### src/rtl/core/bhac_pkg.sv
// ----------------------------------------------------------------------------
// bhac_pkg
// Shared types and codes for the byte histogram anagram checker: request and
// result words, request codes and the command/status words of the count store.
// ----------------------------------------------------------------------------
package bhac_pkg;

    // request codes carried in req_type
    localparam logic [1:0] REQ_FIRST  = 2'd0;
    localparam logic [1:0] REQ_SECOND = 2'd1;
    localparam logic [1:0] REQ_FINISH = 2'd2;

    // input word
    typedef struct packed {
        logic [1:0] req_type;
        logic [7:0] byte_value;
    } req_word_t;

    // result word
    typedef struct packed {
        logic is_anagram;
        logic too_long;
    } res_word_t;

    // command from the front end to the count store
    typedef struct packed {
        logic rd;   // byte to count: issue counter read this cycle
        logic sub;  // byte of second string: decrement
        logic clr;  // finish leaves the pipe: clear the whole store
    } store_cmd_t;

    // status from the count store
    typedef struct packed {
        logic all_zero;  // no counter is nonzero
    } store_stat_t;

endpackage

### src/rtl/core/bhac_count_store.sv
// ----------------------------------------------------------------------------
// bhac_count_store
// Difference counters in a synchronous memory with a registered read. Each
// byte does read, +/-1 and write back, with forwarding of the last write.
// Per-entry valid bits give the zero state after reset and after a finish.
// ----------------------------------------------------------------------------
module bhac_count_store #(
    parameter int ALPHABET_SIZE  = 256,
    parameter int MAX_STRING_LEN = 255
) (
    input  logic                             clk,
    input  logic                             rst_n,
    input  bhac_pkg::store_cmd_t             cmd,
    input  logic [$clog2(ALPHABET_SIZE)-1:0] addr,
    output bhac_pkg::store_stat_t            stat
);

    localparam int AW = $clog2(ALPHABET_SIZE);
    localparam int CW = $clog2(MAX_STRING_LEN + 1) + 1;
    localparam int NW = $clog2(ALPHABET_SIZE + 1);

    logic [CW-1:0]            mem [ALPHABET_SIZE];
    logic [CW-1:0]            rd_data_reg;
    logic [ALPHABET_SIZE-1:0] vld_reg;
    logic                     upd_reg;
    logic                     sub_reg;
    logic [AW-1:0]            addr_reg;
    logic                     fwd_vld_reg;
    logic [AW-1:0]            fwd_addr_reg;
    logic [CW-1:0]            fwd_data_reg;
    logic [NW-1:0]            nz_cnt_reg;
    logic [NW-1:0]            nz_cnt_next;
    logic [CW-1:0]            cnt_before;
    logic [CW-1:0]            cnt_after;

    // counter value seen by the item in the update stage
    always_comb
    begin
        if (fwd_vld_reg && (fwd_addr_reg == addr_reg))
        begin
            cnt_before = fwd_data_reg;
        end
        else if (vld_reg[addr_reg])
        begin
            cnt_before = rd_data_reg;
        end
        else
        begin
            cnt_before = '0;
        end
        cnt_after = sub_reg ? (cnt_before - CW'(1)) : (cnt_before + CW'(1));
    end

    // nonzero counter bookkeeping
    always_comb
    begin
        nz_cnt_next = nz_cnt_reg;
        if (cmd.clr)
        begin
            nz_cnt_next = '0;
        end
        else if (upd_reg)
        begin
            if ((cnt_before == '0) && (cnt_after != '0))
            begin
                nz_cnt_next = nz_cnt_reg + NW'(1);
            end
            else if ((cnt_before != '0) && (cnt_after == '0))
            begin
                nz_cnt_next = nz_cnt_reg - NW'(1);
            end
        end
    end

    // counter memory: write back and registered read
    always_ff @(posedge clk)
    begin
        if (upd_reg)
        begin
            mem[addr_reg] <= cnt_after;
        end
        if (cmd.rd)
        begin
            rd_data_reg <= mem[addr];
        end
    end

    // update stage payload
    always_ff @(posedge clk)
    begin
        if (cmd.rd)
        begin
            sub_reg  <= cmd.sub;
            addr_reg <= addr;
        end
        if (upd_reg)
        begin
            fwd_addr_reg <= addr_reg;
            fwd_data_reg <= cnt_after;
        end
    end

    // control state: valid bits, forward flag, nonzero count
    always_ff @(posedge clk or negedge rst_n)
    begin
        if (!rst_n)
        begin
            upd_reg     <= 1'b0;
            vld_reg     <= '0;
            fwd_vld_reg <= 1'b0;
            nz_cnt_reg  <= '0;
        end
        else
        begin
            upd_reg    <= cmd.rd;
            nz_cnt_reg <= nz_cnt_next;
            if (cmd.clr)
            begin
                vld_reg     <= '0;
                fwd_vld_reg <= 1'b0;
            end
            else if (upd_reg)
            begin
                vld_reg[addr_reg] <= 1'b1;
                fwd_vld_reg       <= 1'b1;
            end
        end
    end

    assign stat.all_zero = (nz_cnt_reg == '0);

`ifndef SYNTHESIS
    // a clear never meets a counter update
    a_clr_not_upd: assert property (@(posedge clk) disable iff (!rst_n)
        !(cmd.clr && upd_reg))
        else $error("store clear collided with counter update");

    // nonzero count stays within the alphabet
    a_nz_bound: assert property (@(posedge clk) disable iff (!rst_n)
        nz_cnt_reg <= NW'(ALPHABET_SIZE))
        else $error("nonzero count above alphabet size");

    // a clear leaves no nonzero counter and no forwarded value
    a_clr_empty: assert property (@(posedge clk) disable iff (!rst_n)
        cmd.clr |=> (nz_cnt_reg == '0) && !fwd_vld_reg && (vld_reg == '0))
        else $error("store not empty after clear");
`endif

endmodule

### src/rtl/core/byte_histogram_anagram_check_top.sv
// A finish word on the input passes a stage register and then the result register
//   before its result word reaches the output.
// Throughput: one word per cycle while req_stall is low; the counter read-modify-write in the count
//   store, with forwarding of the last write, sustains this rate.
// req_stall rises only while a finish waits behind an untaken result word.
// Reset and each finish clear all counters at once through per-entry valid bits.
// ----------------------------------------------------------------------------
// byte_histogram_anagram_check_top
// Anagram check of two byte strings by a histogram of signed differences,
// with a length limit per string and a result word on each finish.
// ----------------------------------------------------------------------------
module byte_histogram_anagram_check_top #(
    parameter int ALPHABET_SIZE  = 256,
    parameter int MAX_STRING_LEN = 255
) (
    input  logic                 clk,
    input  logic                 rst_n,
    input  logic                 req_valid,
    output logic                 req_stall,
    input  bhac_pkg::req_word_t  req,
    output logic                 res_valid,
    input  logic                 res_stall,
    output bhac_pkg::res_word_t  res
);

    localparam int AW = $clog2(ALPHABET_SIZE);
    localparam int LW = $clog2(MAX_STRING_LEN + 1);

    logic                  req_acc;
    logic                  is_first;
    logic                  is_second;
    logic                  is_finish;
    logic                  in_alpha;
    logic                  len_full;
    logic                  do_count;
    logic                  do_ovf;
    logic [LW-1:0]         first_len_reg;
    logic [LW-1:0]         first_len_next;
    logic [LW-1:0]         second_len_reg;
    logic [LW-1:0]         second_len_next;
    logic                  ovf_reg;
    logic                  ovf_next;
    logic                  s1_fin_reg;
    logic                  s1_fin_next;
    logic                  s1_ovf_reg;
    logic                  s1_fire;
    logic                  res_valid_reg;
    logic                  res_valid_next;
    bhac_pkg::res_word_t   res_reg;
    bhac_pkg::store_cmd_t  cmd;
    bhac_pkg::store_stat_t stat;

    // handshake and request decode
    assign s1_fire   = s1_fin_reg && !(res_valid_reg && res_stall);
    assign req_stall = s1_fin_reg && res_valid_reg && res_stall;
    assign req_acc   = req_valid && !req_stall;
    assign is_first  = (req.req_type == bhac_pkg::REQ_FIRST);
    assign is_second = (req.req_type == bhac_pkg::REQ_SECOND);
    assign is_finish = (req.req_type == bhac_pkg::REQ_FINISH);
    assign in_alpha  = ({1'b0, req.byte_value} < 9'(ALPHABET_SIZE));
    assign len_full  = is_first ? (first_len_reg == LW'(MAX_STRING_LEN))
                                : (second_len_reg == LW'(MAX_STRING_LEN));
    assign do_count  = req_acc && (is_first || is_second) && in_alpha && !len_full;
    assign do_ovf    = req_acc && (is_first || is_second) && in_alpha && len_full;

    // length tracking and overflow flag
    always_comb
    begin
        first_len_next  = first_len_reg;
        second_len_next = second_len_reg;
        ovf_next        = ovf_reg;
        if (req_acc && is_finish)
        begin
            first_len_next  = '0;
            second_len_next = '0;
            ovf_next        = 1'b0;
        end
        else
        begin
            if (do_count && is_first)
            begin
                first_len_next = first_len_reg + LW'(1);
            end
            if (do_count && is_second)
            begin
                second_len_next = second_len_reg + LW'(1);
            end
            if (do_ovf)
            begin
                ovf_next = 1'b1;
            end
        end
    end

    // finish stage and result register control
    always_comb
    begin
        s1_fin_next = s1_fin_reg;
        if (req_acc && is_finish)
        begin
            s1_fin_next = 1'b1;
        end
        else if (s1_fire)
        begin
            s1_fin_next = 1'b0;
        end
        res_valid_next = res_valid_reg;
        if (s1_fire)
        begin
            res_valid_next = 1'b1;
        end
        else if (!res_stall)
        begin
            res_valid_next = 1'b0;
        end
    end

    // count store command
    always_comb
    begin
        cmd.rd  = do_count;
        cmd.sub = is_second;
        cmd.clr = s1_fire;
    end

    bhac_count_store #(
        .ALPHABET_SIZE  (ALPHABET_SIZE),
        .MAX_STRING_LEN (MAX_STRING_LEN)
    ) u_store (
        .clk   (clk),
        .rst_n (rst_n),
        .cmd   (cmd),
        .addr  (req.byte_value[AW-1:0]),
        .stat  (stat)
    );

    // control registers
    always_ff @(posedge clk or negedge rst_n)
    begin
        if (!rst_n)
        begin
            first_len_reg  <= '0;
            second_len_reg <= '0;
            ovf_reg        <= 1'b0;
            s1_fin_reg     <= 1'b0;
            res_valid_reg  <= 1'b0;
        end
        else
        begin
            first_len_reg  <= first_len_next;
            second_len_reg <= second_len_next;
            ovf_reg        <= ovf_next;
            s1_fin_reg     <= s1_fin_next;
            res_valid_reg  <= res_valid_next;
        end
    end

    // payload registers
    always_ff @(posedge clk)
    begin
        if (req_acc && is_finish)
        begin
            s1_ovf_reg <= ovf_reg;
        end
        if (s1_fire)
        begin
            res_reg.is_anagram <= stat.all_zero && !s1_ovf_reg;
            res_reg.too_long   <= s1_ovf_reg;
        end
    end

    assign res_valid = res_valid_reg;
    assign res       = res_reg;

`ifndef SYNTHESIS
    // the input stalls only for a finish blocked by a waiting result word
    a_stall_cause: assert property (@(posedge clk) disable iff (!rst_n)
        req_stall |-> (s1_fin_reg && res_valid_reg))
        else $error("input stalled without a blocked finish");

    // a finish leaving the pipe always shows up as a result word
    a_fire_result: assert property (@(posedge clk) disable iff (!rst_n)
        s1_fire |=> res_valid_reg)
        else $error("finish left the pipe without a result word");

    // string lengths never pass the limit
    a_len_bound: assert property (@(posedge clk) disable iff (!rst_n)
        (first_len_reg <= LW'(MAX_STRING_LEN)) && (second_len_reg <= LW'(MAX_STRING_LEN)))
        else $error("string length above limit");
`endif

endmodule
### config.mk
export PLATFORM = sky130hd
export DESIGN_NAME = byte_histogram_anagram_check_top
export DESIGN_NICKNAME = d
export VERILOG_FILES = /design/src/rtl/core/bhac_pkg.sv /design/src/rtl/core/bhac_count_store.sv /design/src/rtl/core/byte_histogram_anagram_check_top.sv
export SDC_FILE = /design/constraint.sdc
export NUM_CORES = 2
export LEC_CHECK = 0
export BUFFER_PORTS_ARGS = -buffer_cell sky130_fd_sc_hd__buf_2
export CAP_MARGIN = 5
export CORE_AREA = 2 2 457 459
export CTS_CLUSTER_SIZE = 24
export DETAILED_ROUTE_END_ITERATION = 12
export DIE_AREA = 0 0 459 461
export GPL_TIMING_DRIVEN = 1
export SKIP_CTS_REPAIR_TIMING = 1
export SLEW_MARGIN = 15
export SYNTH_ARGS = -nofsm -noshare
export SYNTH_HDL_FRONTEND = slang
export SYNTH_SLANG_ARGS = --single-unit
### constraint.sdc
create_clock -name clk -period 41 [get_ports clk]
set_clock_uncertainty 0.2 [all_clocks]
set_input_delay 2.05 -clock clk [delete_from_list [all_inputs] [get_ports clk]]
set_output_delay 2.05 -clock clk [all_outputs]
set_load 0.05 [all_outputs]
==> flow_summary.json <==
{
  "status": "completed",
  "final_area_sq_mm": 0.116,
  "mostFrequentLayoutCell": "edfxtp_1",
  "endpoint_kind": "flip-flop",
  "dp_slack_ps": 30060,
  "async_reset_ff_share_pct": 10.9,
  "synth_top_area_cell": "edfxtp_1",
  "powerDensity_mw_per_mm2": 50.3,
  "rows": 167,
  "highest_layer": "met5",
  "fillers": 15294,
  "num_vias": 49936,
  "synthToLayoutAreaGrowth_pct": 12.7,
  "synth_fp_nets": 4868,
  "cts_inserted_buffers": 292,
  "final_cell_mix": "edfxtp_1, mux4_2, nor2_1",
  "routed_via_density": 6.24,
  "drc": 0,
  "tightest_slew_ps": 1480,
  "critPathMaxStageDelay_ps": 860,
  "path_buf_inv": 5,
  "start_util_pct": 49.8,
  "grt_overflow": 0,
  "ff2ff_path_depth": 35,
  "crit_fanout": 146,
  "timing.final.crit_share_pct": 26.1,
  "cap_violations": 0,
  "fp.dieH_microns": 461,
  "worst_slack_ps": 30310,
  "root_buffer": "clkbuf_16",
  "place_area_sq_mm": 0.107,
  "crit_cells": 35,
  "hold_violations": 0,
  "gp_congestion": 0.865,
  "syn_area_per_cell_sq_um": 21.3,
  "synth.distinct_cells": 64,
  "ir_drop_mv": 0.0443,
  "critPathLaunchType": "flip-flop",
  "cts_tree": "done",
  "cts.sink_count": 2628,
  "synth_top_cell_area_share_pct": 68.3,
  "io_buffers": 17,
  "fin_hold_ws_ps": 285,
  "relSlewSlack_pct": 1.40,
  "dpl.hpwl_mm": 151,
  "io_pins": 18,
  "grt_pass1_vias": 50567,
  "worstPathArrival_ps": 11310,
  "cp_slowest_cell": "buf_4",
  "wirelength_mm": 257,
  "largest_register_ff_count": 2304,
  "htree_num_levels": 5,
  "coreArea_sq_mm": 0.206,
  "synth-edff-count": 2342,
  "max_freq_ghz": 0.0935,
  "post_drt_wl_per_cell_microns": 32.1,
  "worstSkewPairLatency_ps": 930,
  "ys_seq_elements": 2628,
  "dr.pass1.iters": 5,
  "ys_top_cells_by_area": "edfxtp_1, mux4_2, dfrtp_1",
  "wl_met2_mm": 125,
  "drive_gt1_share_pct": 28.5,
  "route.layer.met1.wl_mm": 108,
  "crit_family": "compound AO/OA/AOI/OAI gates",
  "final_core_util_pct": 56.2,
  "period_needed_ps": 10690,
  "dieArea_sq_mm": 0.212,
  "track_usage_pct": 24.6,
  "ys_seq_area_share_pct": 75.3,
  "grt_setup_unrepaired": "false",
  "antenna_found_initial": 7,
  "grt_max_degree": 259,
  "cp.required_ps": 41620,
  "hp-class": "reg -> reg",
  "hold_depth": 0,
  "synthFlopType": "edfxtp_1",
  "setup_viol": 0,
  "wl_met3_mm": 16.4,
  "leakagePower_nw": 38.1,
  "syn_inst": 4835,
  "final_max_slew_viol_count": 0,
  "clockBufferDepth": 4,
  "syn_area_sq_mm": 0.103,
  "dieWidth_microns": 459,
  "yosysWarnings": 0,
  "grt_pass1_wl_mm": 370,
  "clk_pin_slew_ps": 60,
  "antenna_left": 0,
  "r2r_slack_ps": 30310,
  "crit_type": "reg -> reg",
  "tns_ps": 0,
  "drt_iter0_markers": 5770,
  "fin_nets": 5136
}
==> final timing paths <==
check,startpoint,to
max,u_store.addr_reg[1],u_store.nz_cnt_reg[8]
min,ovf_reg,s1_ovf_reg
max reg2reg,u_store.addr_reg[1],u_store.nz_cnt_reg[8]
min reg2reg,ovf_reg,s1_ovf_reg
max in group asynchronous,rst_n,u_store.upd_reg
min in group asynchronous,rst_n,res_valid
==> metal layers <==
metal / global-route usage, % / up-vias
met5: 0 / -
met4: 6.79 / 4
met3: 3.93 / 418
met2: 39.2 / 1786
met1: 35.6 / 27259
li1: - / 20469
==> per-stage QoR <==
| step | power, W | instances |
|---|---|---|
| after floorplan | 0.00339 | 4835 |
| after global placement | 0.00352 | 7511 |
| after detailed placement | 0.00353 | 7511 |
| after CTS | 0.00588 | 7995 |
| after global routing | 0.00601 | 7998 |
| final | 0.00583 | 8001 |
==> Yosys cell counts, drive strengths merged (3+ instances only) <==
cell type and count:
edfxtp 2342, mux4 791, nor2 514, dfrtp 286
clkbuf 177, o21a 145, buf 95, mux2i 87
nand2 64, nand3 52, a22oi 31, a21oi 27
nor3 26, ha 17, inv 17, nor2b 16
o21ai 12, xnor2 12, xor2 12, a22o 11
nand2b 11, a21o 8, and2 8, a31oi 7
nand4 6, o211ai 6, nor3b 5, and3 4
mux2 4, nor4 4, a211o 3, and4 3
o22ai 3, or3 3
==> where the power goes <==
part           total, W  switching [W]  internal, W
registers       0.00306      0.0000109      0.00305
logic          0.000405       0.000283     0.000122
clock network   0.00236       0.000997      0.00137
==> cell families after synthesis <==
family | Yosys count | synth area share [%]
flip-flops | 2628 | 75.3
multiplexers | 882 | 18.2
AND/OR/NAND/NOR | 723 | 2.95
buffers and inverters | 289 | 1.12
AO/OA/AOI/OAI | 270 | 1.98
XOR/XNOR | 24 | 0.204
adder cells (fa/ha/maj) | 19 | 0.246
==> cell type report <==
type | instances | area (sq um) | share of cell area, %
Inverter | 17 | 83.8 | 0.0723
Timing Repair Buffer | 246 | 2000 | 1.72
Multi-Input combinational cell | 1918 | 24600 | 21.2
Antenna cell | 4 | 10.0 | 0.00863
Tap cell | 2704 | 3380 | 2.92
Clock inverter | 116 | 669 | 0.577
Sequential cell | 2628 | 77500 | 66.8
Clock buffer | 368 | 7790 | 6.72
==> worst reg2reg max path: cells and delay by family (launching register included) <==
family	cells	cell delay [ps]
AO/OA/AOI/OAI	15	3350
buffers and inverters	5	3110
AND/OR/NAND/NOR	9	1360
multiplexers	3	1100
adder cells (fa/ha/maj)	2	750
flip-flops	1	640
XOR/XNOR	1	140
No activity file was read; power rests on OpenSTA's default activity.
